$ cat src/hw/rtl/fcsd_pkg.sv
`timescale 1ns / 1ps
`default_nettype none
// ----------------------------------------------------------------------------
// Frame change spike detector package
// Shared widths, constants, controller states and control structs.
// ----------------------------------------------------------------------------
package fcsd_pkg;

    localparam int WINDOW_SIZE = 20;

    localparam int COORD_W  = 12;
    localparam int COLOR_W  = 24;
    localparam int COUNT_W  = 8;
    localparam int TOTAL_W  = 20;
    localparam int FRAMES_W = 16;
    localparam int CHANGE_W = 36;
    localparam int PROD_W   = TOTAL_W + COUNT_W;
    localparam int CFG_IDX_W  = 3;
    localparam int CFG_DATA_W = 12;
    localparam int DIV_CNT_W  = 6;
    localparam int DIV_STEPS  = CHANGE_W;

    localparam logic [TOTAL_W-1:0]  TOTAL_MAX  = '1;
    localparam logic [FRAMES_W-1:0] FRAMES_MAX = '1;
    localparam logic [CHANGE_W-1:0] CHANGE_MAX = '1;

    localparam logic [COUNT_W-1:0] WARMUP_RESET = 8'd10;
    localparam logic [COUNT_W-1:0] ARM_RESET    = 8'd20;
    localparam logic [COUNT_W-1:0] FACTOR_RESET = 8'd9;

    localparam logic [CFG_IDX_W-1:0] REG_WINDOW_LEFT   = 3'd0;
    localparam logic [CFG_IDX_W-1:0] REG_WINDOW_TOP    = 3'd1;
    localparam logic [CFG_IDX_W-1:0] REG_WARMUP_FRAMES = 3'd2;
    localparam logic [CFG_IDX_W-1:0] REG_ARM_FRAMES    = 3'd3;
    localparam logic [CFG_IDX_W-1:0] REG_SPIKE_FACTOR  = 3'd4;

    typedef enum logic [3:0] {
        S_IDLE,
        S_DIFF,
        S_ACCUM,
        S_DLOAD,
        S_DIV,
        S_AVG,
        S_MULT,
        S_CMP,
        S_OUT
    } state_t;

    typedef struct packed {
        logic pixel_accept;
        logic do_diff;
        logic do_accum;
        logic div_load;
        logic div_step;
        logic do_avg;
        logic do_mult;
        logic do_cmp;
    } cmd_t;

    typedef struct packed {
        logic latched;
        logic frames_zero;
        logic div_last;
    } status_t;

endpackage
`default_nettype wire

$ cat src/hw/rtl/fcsd_ctrl.sv
`timescale 1ns / 1ps
`default_nettype none
// ----------------------------------------------------------------------------
// Frame change spike detector controller
// Sequences the frame-end steps: difference, total, divide, threshold, result.
// ----------------------------------------------------------------------------
module fcsd_ctrl (
    input  wire logic             clk,
    input  wire logic             rst_n,
    input  wire logic             in_valid,
    input  wire logic             frame_last,
    output logic                  in_ready,
    output logic                  out_valid,
    input  wire logic             out_ready,
    output fcsd_pkg::cmd_t        cmd,
    input  wire fcsd_pkg::status_t status
);
    import fcsd_pkg::*;

    state_t state_reg;
    state_t state_next;

    always_ff @(posedge clk or negedge rst_n)
    begin
        if (!rst_n)
        begin
            state_reg <= S_IDLE;
        end
        else
        begin
            state_reg <= state_next;
        end
    end

    always_comb
    begin
        state_next = state_reg;
        unique case (state_reg)
            S_IDLE:
            begin
                if (in_valid && frame_last && !status.latched)
                begin
                    state_next = S_DIFF;
                end
            end
            S_DIFF:  state_next = S_ACCUM;
            S_ACCUM: state_next = S_DLOAD;
            S_DLOAD: state_next = status.frames_zero ? S_AVG : S_DIV;
            S_DIV:   state_next = status.div_last ? S_AVG : S_DIV;
            S_AVG:   state_next = S_MULT;
            S_MULT:  state_next = S_CMP;
            S_CMP:   state_next = S_OUT;
            S_OUT:
            begin
                if (out_ready)
                begin
                    state_next = S_IDLE;
                end
            end
            default: state_next = S_IDLE;
        endcase
    end

    always_comb
    begin
        cmd       = '0;
        in_ready  = 1'b0;
        out_valid = 1'b0;
        unique case (state_reg)
            S_IDLE:
            begin
                in_ready         = 1'b1;
                cmd.pixel_accept = in_valid;
            end
            S_DIFF:  cmd.do_diff  = 1'b1;
            S_ACCUM: cmd.do_accum = 1'b1;
            S_DLOAD: cmd.div_load = 1'b1;
            S_DIV:   cmd.div_step = 1'b1;
            S_AVG:   cmd.do_avg   = 1'b1;
            S_MULT:  cmd.do_mult  = 1'b1;
            S_CMP:   cmd.do_cmp   = 1'b1;
            S_OUT:   out_valid    = 1'b1;
            default: cmd = '0;
        endcase
    end

endmodule
`default_nettype wire

$ cat src/hw/rtl/fcsd_datapath.sv
`timescale 1ns / 1ps
`default_nettype none
// ----------------------------------------------------------------------------
// Frame change spike detector datapath
// Configuration, window summing, frame totals, serial divider and threshold.
// ----------------------------------------------------------------------------
module fcsd_datapath (
    input  wire logic                               clk,
    input  wire logic                               rst_n,
    input  wire logic                               cfg_write,
    input  wire logic [fcsd_pkg::CFG_IDX_W-1:0]     cfg_index,
    input  wire logic [fcsd_pkg::CFG_DATA_W-1:0]    cfg_data,
    input  wire logic [fcsd_pkg::COORD_W-1:0]       pixel_x,
    input  wire logic [fcsd_pkg::COORD_W-1:0]       pixel_y,
    input  wire logic [fcsd_pkg::COLOR_W-1:0]       pixel_color,
    input  wire logic                               frame_last,
    input  wire fcsd_pkg::cmd_t                     cmd,
    output fcsd_pkg::status_t                       status,
    output logic                                    spike_found,
    output logic [fcsd_pkg::TOTAL_W-1:0]            frame_change,
    output logic [fcsd_pkg::TOTAL_W-1:0]            average_change,
    output logic [fcsd_pkg::FRAMES_W-1:0]           frame_number
);
    import fcsd_pkg::*;

    logic [COORD_W-1:0]  window_left_reg;
    logic [COORD_W-1:0]  window_top_reg;
    logic [COUNT_W-1:0]  warmup_reg;
    logic [COUNT_W-1:0]  arm_reg;
    logic [COUNT_W-1:0]  factor_reg;

    logic [TOTAL_W-1:0]  window_total_reg;
    logic [TOTAL_W-1:0]  current_reg;
    logic [TOTAL_W-1:0]  previous_reg;
    logic [FRAMES_W-1:0] frames_reg;
    logic [CHANGE_W-1:0] change_total_reg;
    logic                latched_reg;

    logic [TOTAL_W-1:0]  change_reg;
    logic [FRAMES_W-1:0] number_reg;
    logic [TOTAL_W-1:0]  average_reg;
    logic [PROD_W-1:0]   product_reg;
    logic                spike_reg;

    logic [CHANGE_W-1:0]  dividend_reg;
    logic [FRAMES_W-1:0]  remainder_reg;
    logic [DIV_CNT_W-1:0] div_cnt_reg;

    logic [COORD_W:0]    x_end;
    logic [COORD_W:0]    y_end;
    logic                in_window;
    logic [TOTAL_W:0]    pixel_sum;
    logic [TOTAL_W-1:0]  window_sum;
    logic [CHANGE_W:0]   accum_sum;
    logic [FRAMES_W:0]   rem_shift;
    logic                rem_ge;

    always_comb
    begin
        x_end = {1'b0, window_left_reg} + (COORD_W+1)'(WINDOW_SIZE);
        y_end = {1'b0, window_top_reg} + (COORD_W+1)'(WINDOW_SIZE);
        in_window = (pixel_x >= window_left_reg) && ({1'b0, pixel_x} < x_end) &&
                    (pixel_y >= window_top_reg) && ({1'b0, pixel_y} < y_end);
        pixel_sum = {1'b0, window_total_reg} + (TOTAL_W+1)'(pixel_color[23:16]);
        if (!in_window)
        begin
            window_sum = window_total_reg;
        end
        else if (pixel_sum[TOTAL_W])
        begin
            window_sum = TOTAL_MAX;
        end
        else
        begin
            window_sum = pixel_sum[TOTAL_W-1:0];
        end
        accum_sum = {1'b0, change_total_reg} + (CHANGE_W+1)'(change_reg);
        rem_shift = {remainder_reg, dividend_reg[CHANGE_W-1]};
        rem_ge    = rem_shift >= {1'b0, frames_reg};
    end

    always_ff @(posedge clk or negedge rst_n)
    begin
        if (!rst_n)
        begin
            window_left_reg <= '0;
            window_top_reg  <= '0;
            warmup_reg      <= WARMUP_RESET;
            arm_reg         <= ARM_RESET;
            factor_reg      <= FACTOR_RESET;
        end
        else if (cfg_write)
        begin
            case (cfg_index)
                REG_WINDOW_LEFT:   window_left_reg <= cfg_data;
                REG_WINDOW_TOP:    window_top_reg  <= cfg_data;
                REG_WARMUP_FRAMES: warmup_reg      <= cfg_data[COUNT_W-1:0];
                REG_ARM_FRAMES:    arm_reg         <= cfg_data[COUNT_W-1:0];
                REG_SPIKE_FACTOR:  factor_reg      <= cfg_data[COUNT_W-1:0];
                default:           ;
            endcase
        end
    end

    always_ff @(posedge clk or negedge rst_n)
    begin
        if (!rst_n)
        begin
            window_total_reg <= '0;
            previous_reg     <= '0;
            frames_reg       <= '0;
            change_total_reg <= '0;
            latched_reg      <= 1'b0;
        end
        else
        begin
            if (cmd.pixel_accept && !latched_reg)
            begin
                window_total_reg <= frame_last ? '0 : window_sum;
            end
            if (cmd.do_diff)
            begin
                previous_reg <= current_reg;
            end
            if (cmd.do_accum && (frames_reg > FRAMES_W'(warmup_reg)))
            begin
                change_total_reg <= accum_sum[CHANGE_W] ? CHANGE_MAX
                                                        : accum_sum[CHANGE_W-1:0];
            end
            if (cmd.do_cmp)
            begin
                if ((frames_reg > FRAMES_W'(arm_reg)) &&
                    (PROD_W'(change_reg) > product_reg))
                begin
                    latched_reg <= 1'b1;
                end
                else if (frames_reg != FRAMES_MAX)
                begin
                    frames_reg <= frames_reg + 1'b1;
                end
            end
        end
    end

    always_ff @(posedge clk)
    begin
        if (cmd.pixel_accept && !latched_reg && frame_last)
        begin
            current_reg <= window_sum;
        end
        if (cmd.do_diff)
        begin
            change_reg <= (previous_reg > current_reg) ? previous_reg - current_reg
                                                       : current_reg - previous_reg;
            number_reg <= frames_reg;
        end
        if (cmd.div_load)
        begin
            dividend_reg  <= change_total_reg;
            remainder_reg <= '0;
            div_cnt_reg   <= '0;
        end
        else if (cmd.div_step)
        begin
            dividend_reg  <= {dividend_reg[CHANGE_W-2:0], rem_ge};
            remainder_reg <= rem_ge ? FRAMES_W'(rem_shift - {1'b0, frames_reg})
                                    : rem_shift[FRAMES_W-1:0];
            div_cnt_reg   <= div_cnt_reg + 1'b1;
        end
        if (cmd.do_avg)
        begin
            if (frames_reg == '0)
            begin
                average_reg <= '0;
            end
            else if (dividend_reg[CHANGE_W-1:TOTAL_W] != '0)
            begin
                average_reg <= TOTAL_MAX;
            end
            else
            begin
                average_reg <= dividend_reg[TOTAL_W-1:0];
            end
        end
        if (cmd.do_mult)
        begin
            product_reg <= PROD_W'(average_reg) * PROD_W'(factor_reg);
        end
        if (cmd.do_cmp)
        begin
            spike_reg <= (frames_reg > FRAMES_W'(arm_reg)) &&
                         (PROD_W'(change_reg) > product_reg);
        end
    end

    always_comb
    begin
        status.latched     = latched_reg;
        status.frames_zero = (frames_reg == '0);
        status.div_last    = (div_cnt_reg == DIV_CNT_W'(DIV_STEPS - 1));
        spike_found        = spike_reg;
        frame_change       = change_reg;
        average_change     = average_reg;
        frame_number       = number_reg;
    end

endmodule
`default_nettype wire

$ cat src/hw/rtl/frame_change_spike_detector.sv
`timescale 1ns / 1ps
`default_nettype none
// ----------------------------------------------------------------------------
// Frame change spike detector
// Sums the red byte inside a square window per frame and flags sudden changes.
// ----------------------------------------------------------------------------
// Pixels that are not the last of a frame are taken one beat per cycle. The
// last pixel of a frame starts the frame-end sequence, and no further pixel
// is taken until its result beat has been delivered. The divide is skipped on
// the first frame; on later frames the result waits for the one-bit-per-cycle
// divider that forms the average over 36 quotient bits. After a spike every
// pixel is taken and discarded and no result is produced until reset.
module frame_change_spike_detector (
    input  wire logic                               clk,
    input  wire logic                               rst_n,
    input  wire logic                               cfg_write,
    input  wire logic [fcsd_pkg::CFG_IDX_W-1:0]     cfg_index,
    input  wire logic [fcsd_pkg::CFG_DATA_W-1:0]    cfg_data,
    input  wire logic                               in_valid,
    output logic                                    in_ready,
    input  wire logic [fcsd_pkg::COORD_W-1:0]       pixel_x,
    input  wire logic [fcsd_pkg::COORD_W-1:0]       pixel_y,
    input  wire logic [fcsd_pkg::COLOR_W-1:0]       pixel_color,
    input  wire logic                               frame_last,
    output logic                                    out_valid,
    input  wire logic                               out_ready,
    output logic                                    spike_found,
    output logic [fcsd_pkg::TOTAL_W-1:0]            frame_change,
    output logic [fcsd_pkg::TOTAL_W-1:0]            average_change,
    output logic [fcsd_pkg::FRAMES_W-1:0]           frame_number
);
    import fcsd_pkg::*;

    cmd_t    cmd;
    status_t status;

    fcsd_ctrl u_ctrl (
        .clk        (clk),
        .rst_n      (rst_n),
        .in_valid   (in_valid),
        .frame_last (frame_last),
        .in_ready   (in_ready),
        .out_valid  (out_valid),
        .out_ready  (out_ready),
        .cmd        (cmd),
        .status     (status)
    );

    fcsd_datapath u_datapath (
        .clk            (clk),
        .rst_n          (rst_n),
        .cfg_write      (cfg_write),
        .cfg_index      (cfg_index),
        .cfg_data       (cfg_data),
        .pixel_x        (pixel_x),
        .pixel_y        (pixel_y),
        .pixel_color    (pixel_color),
        .frame_last     (frame_last),
        .cmd            (cmd),
        .status         (status),
        .spike_found    (spike_found),
        .frame_change   (frame_change),
        .average_change (average_change),
        .frame_number   (frame_number)
    );

endmodule
`default_nettype wire

$ cat config.mk
export PLATFORM = sky130hd
export DESIGN_NAME = frame_change_spike_detector
export DESIGN_NICKNAME = d
export VERILOG_FILES = /design/src/hw/rtl/fcsd_pkg.sv /design/src/hw/rtl/fcsd_ctrl.sv /design/src/hw/rtl/fcsd_datapath.sv /design/src/hw/rtl/frame_change_spike_detector.sv
export SDC_FILE = /design/constraint.sdc
export NUM_CORES = 1
export LEC_CHECK = 0
export BUFFER_PORTS_ARGS = -buffer_cell sky130_fd_sc_hd__clkbuf_2
export CAP_MARGIN = 25
export CORE_MARGIN = 1
export CORE_UTILIZATION = 32
export DETAILED_ROUTE_END_ITERATION = 8
export PLACE_DENSITY_LB_ADDON = 0.25
export SLEW_MARGIN = 25
export SYNTH_ARGS = -nofsm -noshare
export SYNTH_HDL_FRONTEND = slang
export SYNTH_SLANG_ARGS = --single-unit
$ cat constraint.sdc
create_clock -name clk -period 7.53 [get_ports clk]
set_clock_uncertainty 0.2 [all_clocks]
set_input_delay 0.3765 -clock clk [delete_from_list [all_inputs] [get_ports clk]]
set_output_delay 0.3765 -clock clk [all_outputs]
set_load 0.02 [all_outputs]
==> flow_summary.yaml, run 1 <==
outcome:
  status: "completed"
synthesis:
  yosys.cell_types.count: 90
  yosysSeqAreaShare: 0.3549
  syn_area_per_cell_um2: 9.527
  ys.flop_type: "edfxtp_1"
  ys_seq_elements: 308
  synth.area.top_cells: "edfxtp_1, dfrtp_1, ha_1, fa_1, nand2_1"
  syn-cell-area_um2: 23420
  synthCells: 2458
  synth_edf_count: 141
  yosys_warnings: 0
  ys_async_sr_fraction: 0.4708
  yosysTopAreaCellShare: 0.1808
  syn-num-nets: 2856
  synth_top_area_cell: "edfxtp_1"
clock_network:
  htree_levels: 2
  ctsHoldBuffers: 7
  path_clk_slew_ps: 60
  cts_tree: "done"
  clock_sinks: 308
  cts_root_buf: "clkbuf_16"
  numCtsBuffers: 38
  clkLatencyLatePin_ps: 560
  cts_buffer_depth: 3
  post_cts_resized: 0
  post_cts_buffers: 0
worst_setup_path:
  crit_fanout: 21
  path_cells: "and2_1 -> fa_1 -> fa_1 -> fa_1 -> inv_1 -> fa_1 -> inv_1 -> ha_1 -> o21a_1 -> o21a_1 -> a2111o_1 -> a2111oi_4 -> nor3b_1 -> o31ai_2 -> o21ai_0 -> xnor2_1"
  path_delay_family: "adder cells"
  worstPathRequired_ps: 7630
  worst-path-buf-inv: 2
  cpPeakStageDelay_ps: 920
  cp_slowest_cell: "dfrtp_1"
  cp-end-kind: "flip-flop"
  crit_type: "reg -> reg"
  cp.arrival_ps: 6400
  worst_setup_path_start_kind: "flip-flop"
  crit_path_frequent_cell: "fa_1"
die:
  die_x_um: 272.5
  coreArea_um2: 71980
  fp.dieH_um: 272.5
  die-area_um2: 74260
  ios: 128
  rows: 98
  initial_core_util: 0.3253
flow_run:
  drv_cap: 0
detailed_routing:
  wl_um: 62680
  top_layer_used: "met4"
  wl_per_cell_um: 17.73
  met2_length_um: 28580
  vias_per_cell: 5.087
  wl_met3_um: 3466
  vias: 17979
  drtIter0Drc: 1080
  wl_met1_um: 28870
  remaining_drc_errors: 0
  drtAntennaViolNets: 0
  dr.pass1.iters: 5
global_route:
  antenna_found_initial: 3
  grt_start_max_net_pins: 83
  grt_pass1_wl_um: 100900
  grt_use_total: 0.1707
  grt_pass1_vias: 18108
  grt_overflow: 0
placed_design:
  port_buffers: 111
  place_congestion: 0.8857
  dp_hpwl_um: 47630
sta:
  rsz0062_at_grt: "no"
  hold_violations: 0
  fmax_mhz: 158.6
  holdWs_ps: 33.19
  max_slew_margin: 0.3957
  worstMarginPinSlew_ps: 906.4
  setup_viol: 0
  period_share: 0.8373
  timing.final.max_slew_violations: 0
  final.setup.tns_ps: 0
  period_minus_slack_ps: 6305
layout:
  multi_input_area_um2: 13710
  layout-drive-gt1-share: 0.09717
  layout.nets: 2951
  fillerInstances: 7264
  seqCellArea_um2: 8310
  area_delta_synth_final_pct: 12.20
min_path:
  hold_class: "in -> reg"
-- final timing paths --
path	from	end	slack [ps]	depth (start not counted)
max in group asynchronous	rst_n	u_datapath.previous_reg[18]	5470	3
setup reg to reg	u_datapath.factor_reg[5]	u_datapath.product_reg[26]	1230	16
min in group asynchronous	rst_n	u_datapath.change_total_reg[2]	240	2
setup / recovery	u_datapath.factor_reg[5]	u_datapath.product_reg[26]	1230	16
hold reg to reg	u_datapath.remainder_reg[11]	u_datapath.remainder_reg[11]	260	2
hold / removal	frame_last	u_ctrl.state_reg[0]	30	3
-- stage by stage --
stage	util	cells	instance area, µm²	worst slack (ps)
after floorplan	-	2458	23420	1976
after global routing	0.3650	3533	26270	1023
final	0.3650	3534	26270	1225
after detailed placement	0.3468	3455	24960	1292
after global placement	0.3467	3454	24950	1328
after CTS	0.3648	3532	26260	1297
-- layout make-up --
type / instances / area share
Multi-Input combinational cell: 1786 / 0.5217
Sequential cell: 308 / 0.3163
Tap cell: 950 / 0.04524
Inverter: 282 / 0.04029
Clock buffer: 53 / 0.03910
Timing Repair Buffer: 137 / 0.02976
Clock inverter: 17 / 0.007477
Antenna cell: 1 / 0.00009525
-- routing by layer --
layer,track usage,up-vias
li1,-,8691
met1,0.2352,8753
met2,0.2721,445
met3,0.02741,90
met4,0.05633,0
met5,0,-
-- cell usage in the layout (no fill, tap or decap), types with 22 or more instances in the layout --
cell	instances
nand2_1	285
inv_1	281
ha_1	216
edfxtp_1	141
dfrtp_1	139
o21ai_0	131
and2_1	130
a21oi_1	123
nor2_1	113
fa_1	113
clkbuf_2	110
xnor2_1	71
a21o_1	52
o21a_1	44
nand3_1	43
clkbuf_16	38
xor2_1	37
a31oi_1	36
nand4_1	32
nor3_1	31
mux2_2	29
nor4_1	23
dfxtp_1	22
-- worst reg2reg max path, delay by kind of cell, from the launching register on --
family                   cells  cell delay [ps]
adder cells (fa/ha/maj)      5             2420
AO/OA/AOI/OAI                6             1840
flip-flops                   1              920
AND/OR/NAND/NOR              2              390
XOR/XNOR                     1              170
buffers and inverters        2              110
-- synth_stat cells (6+ instances only) --
cell,count
edfxtp_1,141
nor3_1,33
buf_4,6
xnor2_1,71
or2_2,6
xor2_1,37
dfstp_2,6
dfrtp_1,139
dfxtp_1,22
nand2_1,285
or3_1,9
nand3_1,43
fa_1,113
o211ai_1,12
o21bai_1,18
nor4_1,23
mux2_2,29
nor2_1,115
clkbuf_1,53
o21ai_0,131
and3_1,20
o22a_1,6
a31oi_1,36
o21a_1,45
nor2b_1,21
a21oi_1,124
mux2i_1,13
a211oi_1,14
nand2b_1,21
a21o_1,52
ha_1,216
o21ai_1,7
inv_1,282
a22o_1,11
buf_2,15
a41oi_1,8
nand4_1,32
and2_1,130
o31ai_1,11
a311oi_1,6
-- cells by family (layout without fill, tap and decap cells) --
logic type | after synthesis | count (layout) | synth area share
muxes | 42 | 42 | 0.01950
xor gates and xnor gates | 108 | 108 | 0.04040
buffers and inverters | 364 | 489 | 0.06139
adders and majority gates | 329 | 329 | 0.2120
and+or+nand+nor | 768 | 768 | 0.1614
other | 0 | 1 | 0
AOI/OAI and AO/OA | 539 | 539 | 0.1504
DFF | 308 | 308 | 0.3549
Power of run 1 is not shown: default switching activity piles up to over one toggle a cycle in this logic, so the estimate is an artifact.
==> run 2, diff against run 1 <==
clock period = 5.63 ns   (was 7.53 ns; I/O delays follow)
==> run 2 against run 1 <==
Compared with the run above: hold slack lost 12 ps; setup slack got worse by 1200 ps; core utilization rose by 0.92 points; global-route usage rose by 0.12 points; first-iteration DRC count fell by 13%; wire length up 1.2%.
==> flow_summary.yaml, run 2 (same netlist as run 1, synthesis figures left out) <==
global_route:
  grt_overflow: 0
  grt_use_total: 0.1719
  grt_pass1_vias: 18534
  antenna_found_initial: 1
  grt_pass1_wl_um: 101900
  grt_start_max_net_pins: 83
detailed_routing:
  wl_per_cell_um: 17.68
  wl_um: 63420
  vias: 18187
  drtIter0Drc: 942
  remaining_drc_errors: 0
  vias_per_cell: 5.070
  dr.pass1.iters: 5
  drtAntennaViolNets: 0
clock_network:
  numCtsBuffers: 38
  path_clk_slew_ps: 60
  cts_buffer_depth: 3
  htree_levels: 2
  cts_tree: "done"
  cts_root_buf: "clkbuf_16"
  clock_sinks: 308
  clkLatencyLatePin_ps: 560
die:
  ios: 128
  initial_core_util: 0.3253
  die_x_um: 272.5
  die-area_um2: 74260
  rows: 98
  fp.dieH_um: 272.5
  coreArea_um2: 71980
sta:
  hold_violations: 0
  period_minus_slack_ps: 5568
  final.setup.tns_ps: 0
  rsz0062_at_grt: "yes"
  worstMarginPinSlew_ps: 1022
  fmax_mhz: 179.6
  timing.final.max_slew_violations: 0
  max_slew_margin: 0.3151
  setup_viol: 0
  period_share: 0.9890
worst_setup_path:
  reg2reg_depth: 16
  cp_num_cells: 16
  cp-end-kind: "flip-flop"
  cpPeakStageDelay_ps: 530
  cp.arrival_ps: 5690
  reg2reg_setup_slack_ps: 60
  crit_path_start: "u_datapath.average_change[2]"
  cp_slowest_cell: "fa_1"
  crit_type: "reg -> reg"
  path_cells: "buf_4 -> and2_4 -> fa_1 -> fa_1 -> fa_1 -> inv_2 -> fa_1 -> inv_2 -> ha_4 -> o21a_1 -> o21a_1 -> a2111o_1 -> a2111oi_4 -> nor3b_2 -> or4_1 -> and2_1"
  worstReg2RegStart: "u_datapath.average_change[2]"
  crit_path_frequent_cell: "fa_1"
  worst_setup_path_start_kind: "flip-flop"
  path_delay_family: "adder cells"
  worst-path-buf-inv: 3
  crit_fanout: 6
  worstPathRequired_ps: 5750
placed_design:
  dp_hpwl_um: 48460
  dp_cells: 3488
  dpl_cell_area_um2: 25220
  port_buffers: 111
  place_congestion: 0.8634
layout:
  layout.nets: 3005
  fin_cells: 3587
  insertedDiodeCount: 0
  fin_area_um2: 26930
  postLayoutCoreUtil: 0.3742
  layout_common_cells: "nand2_1, inv_1, ha_1"
  layout-drive-gt1-share: 0.1339
  layout_commonest_cell: "nand2_1"
  area_delta_synth_final_pct: 15.03
outcome:
  status: "completed"
min_path:
  hold_start: "cfg_data[0]"
  hold_class: "in -> reg"
  hold_depth: 2
flow_run:
  drv_cap: 0
[run 2: cell count changes in the layout (fill, tap and decap cells not counted), moves of 5 or more]
cell	delta
and2_1	-9
and2_4	+9
buf_4	+43
buf_6	+5
fa_1	-5
fa_2	+5
ha_1	-7
ha_4	+7
inv_1	-9
inv_2	+9
[run 2: metal layers]
layer,share of wire,track usage,vias up
li1,-,-,8809
met1,0.47,0.2372,8902
met2,0.45,0.2761,377
met3,0.045,0.02662,99
met4,0.027,0.05278,0
met5,0,0,-
[run 2: through the flow]
stage / worst slack, ps / hold slack [ps]
finish: 61.95 / 21.53
floorplan: 75.80 / -214.1
global placement: -99.35 / 197.0
global route: -113.4 / 12.23
detailed placement: -138.4 / 207.0
CTS: 3.396 / 0.5636
[run 2: path summary, 6_finish.rpt]
check,end
min in group asynchronous,u_datapath.factor_reg[2]
max in group asynchronous,u_datapath.previous_reg[11]
worst max register to register,u_datapath.product_reg[22]
worst max-delay path,u_datapath.product_reg[22]
worst min-delay path,u_datapath.window_left_reg[0]
worst min register to register,u_datapath.remainder_reg[11]
[run 2: final cells by class]
type                       instances  area [µm²]
fill                            7233       45040
inverter                         282        1059
multi-input combinational       1786       13860
timing repair buffer             191        1226
clock inverter                    18       227.7
sequential                       308        8315
tap                              950        1189
clock buffer                      52        1054
[run 2: repair_timing]
action / CTS / global route
pin swaps: 16 / 50
endpoints found under the hold margin: 96 / 0
buffers inserted: 5 / 14
hold buffers: 10 / 0
setup endpoints to repair: 4 / 5
gates resized for setup: 16 / 41
Power of run 2 is left out for the same reason.
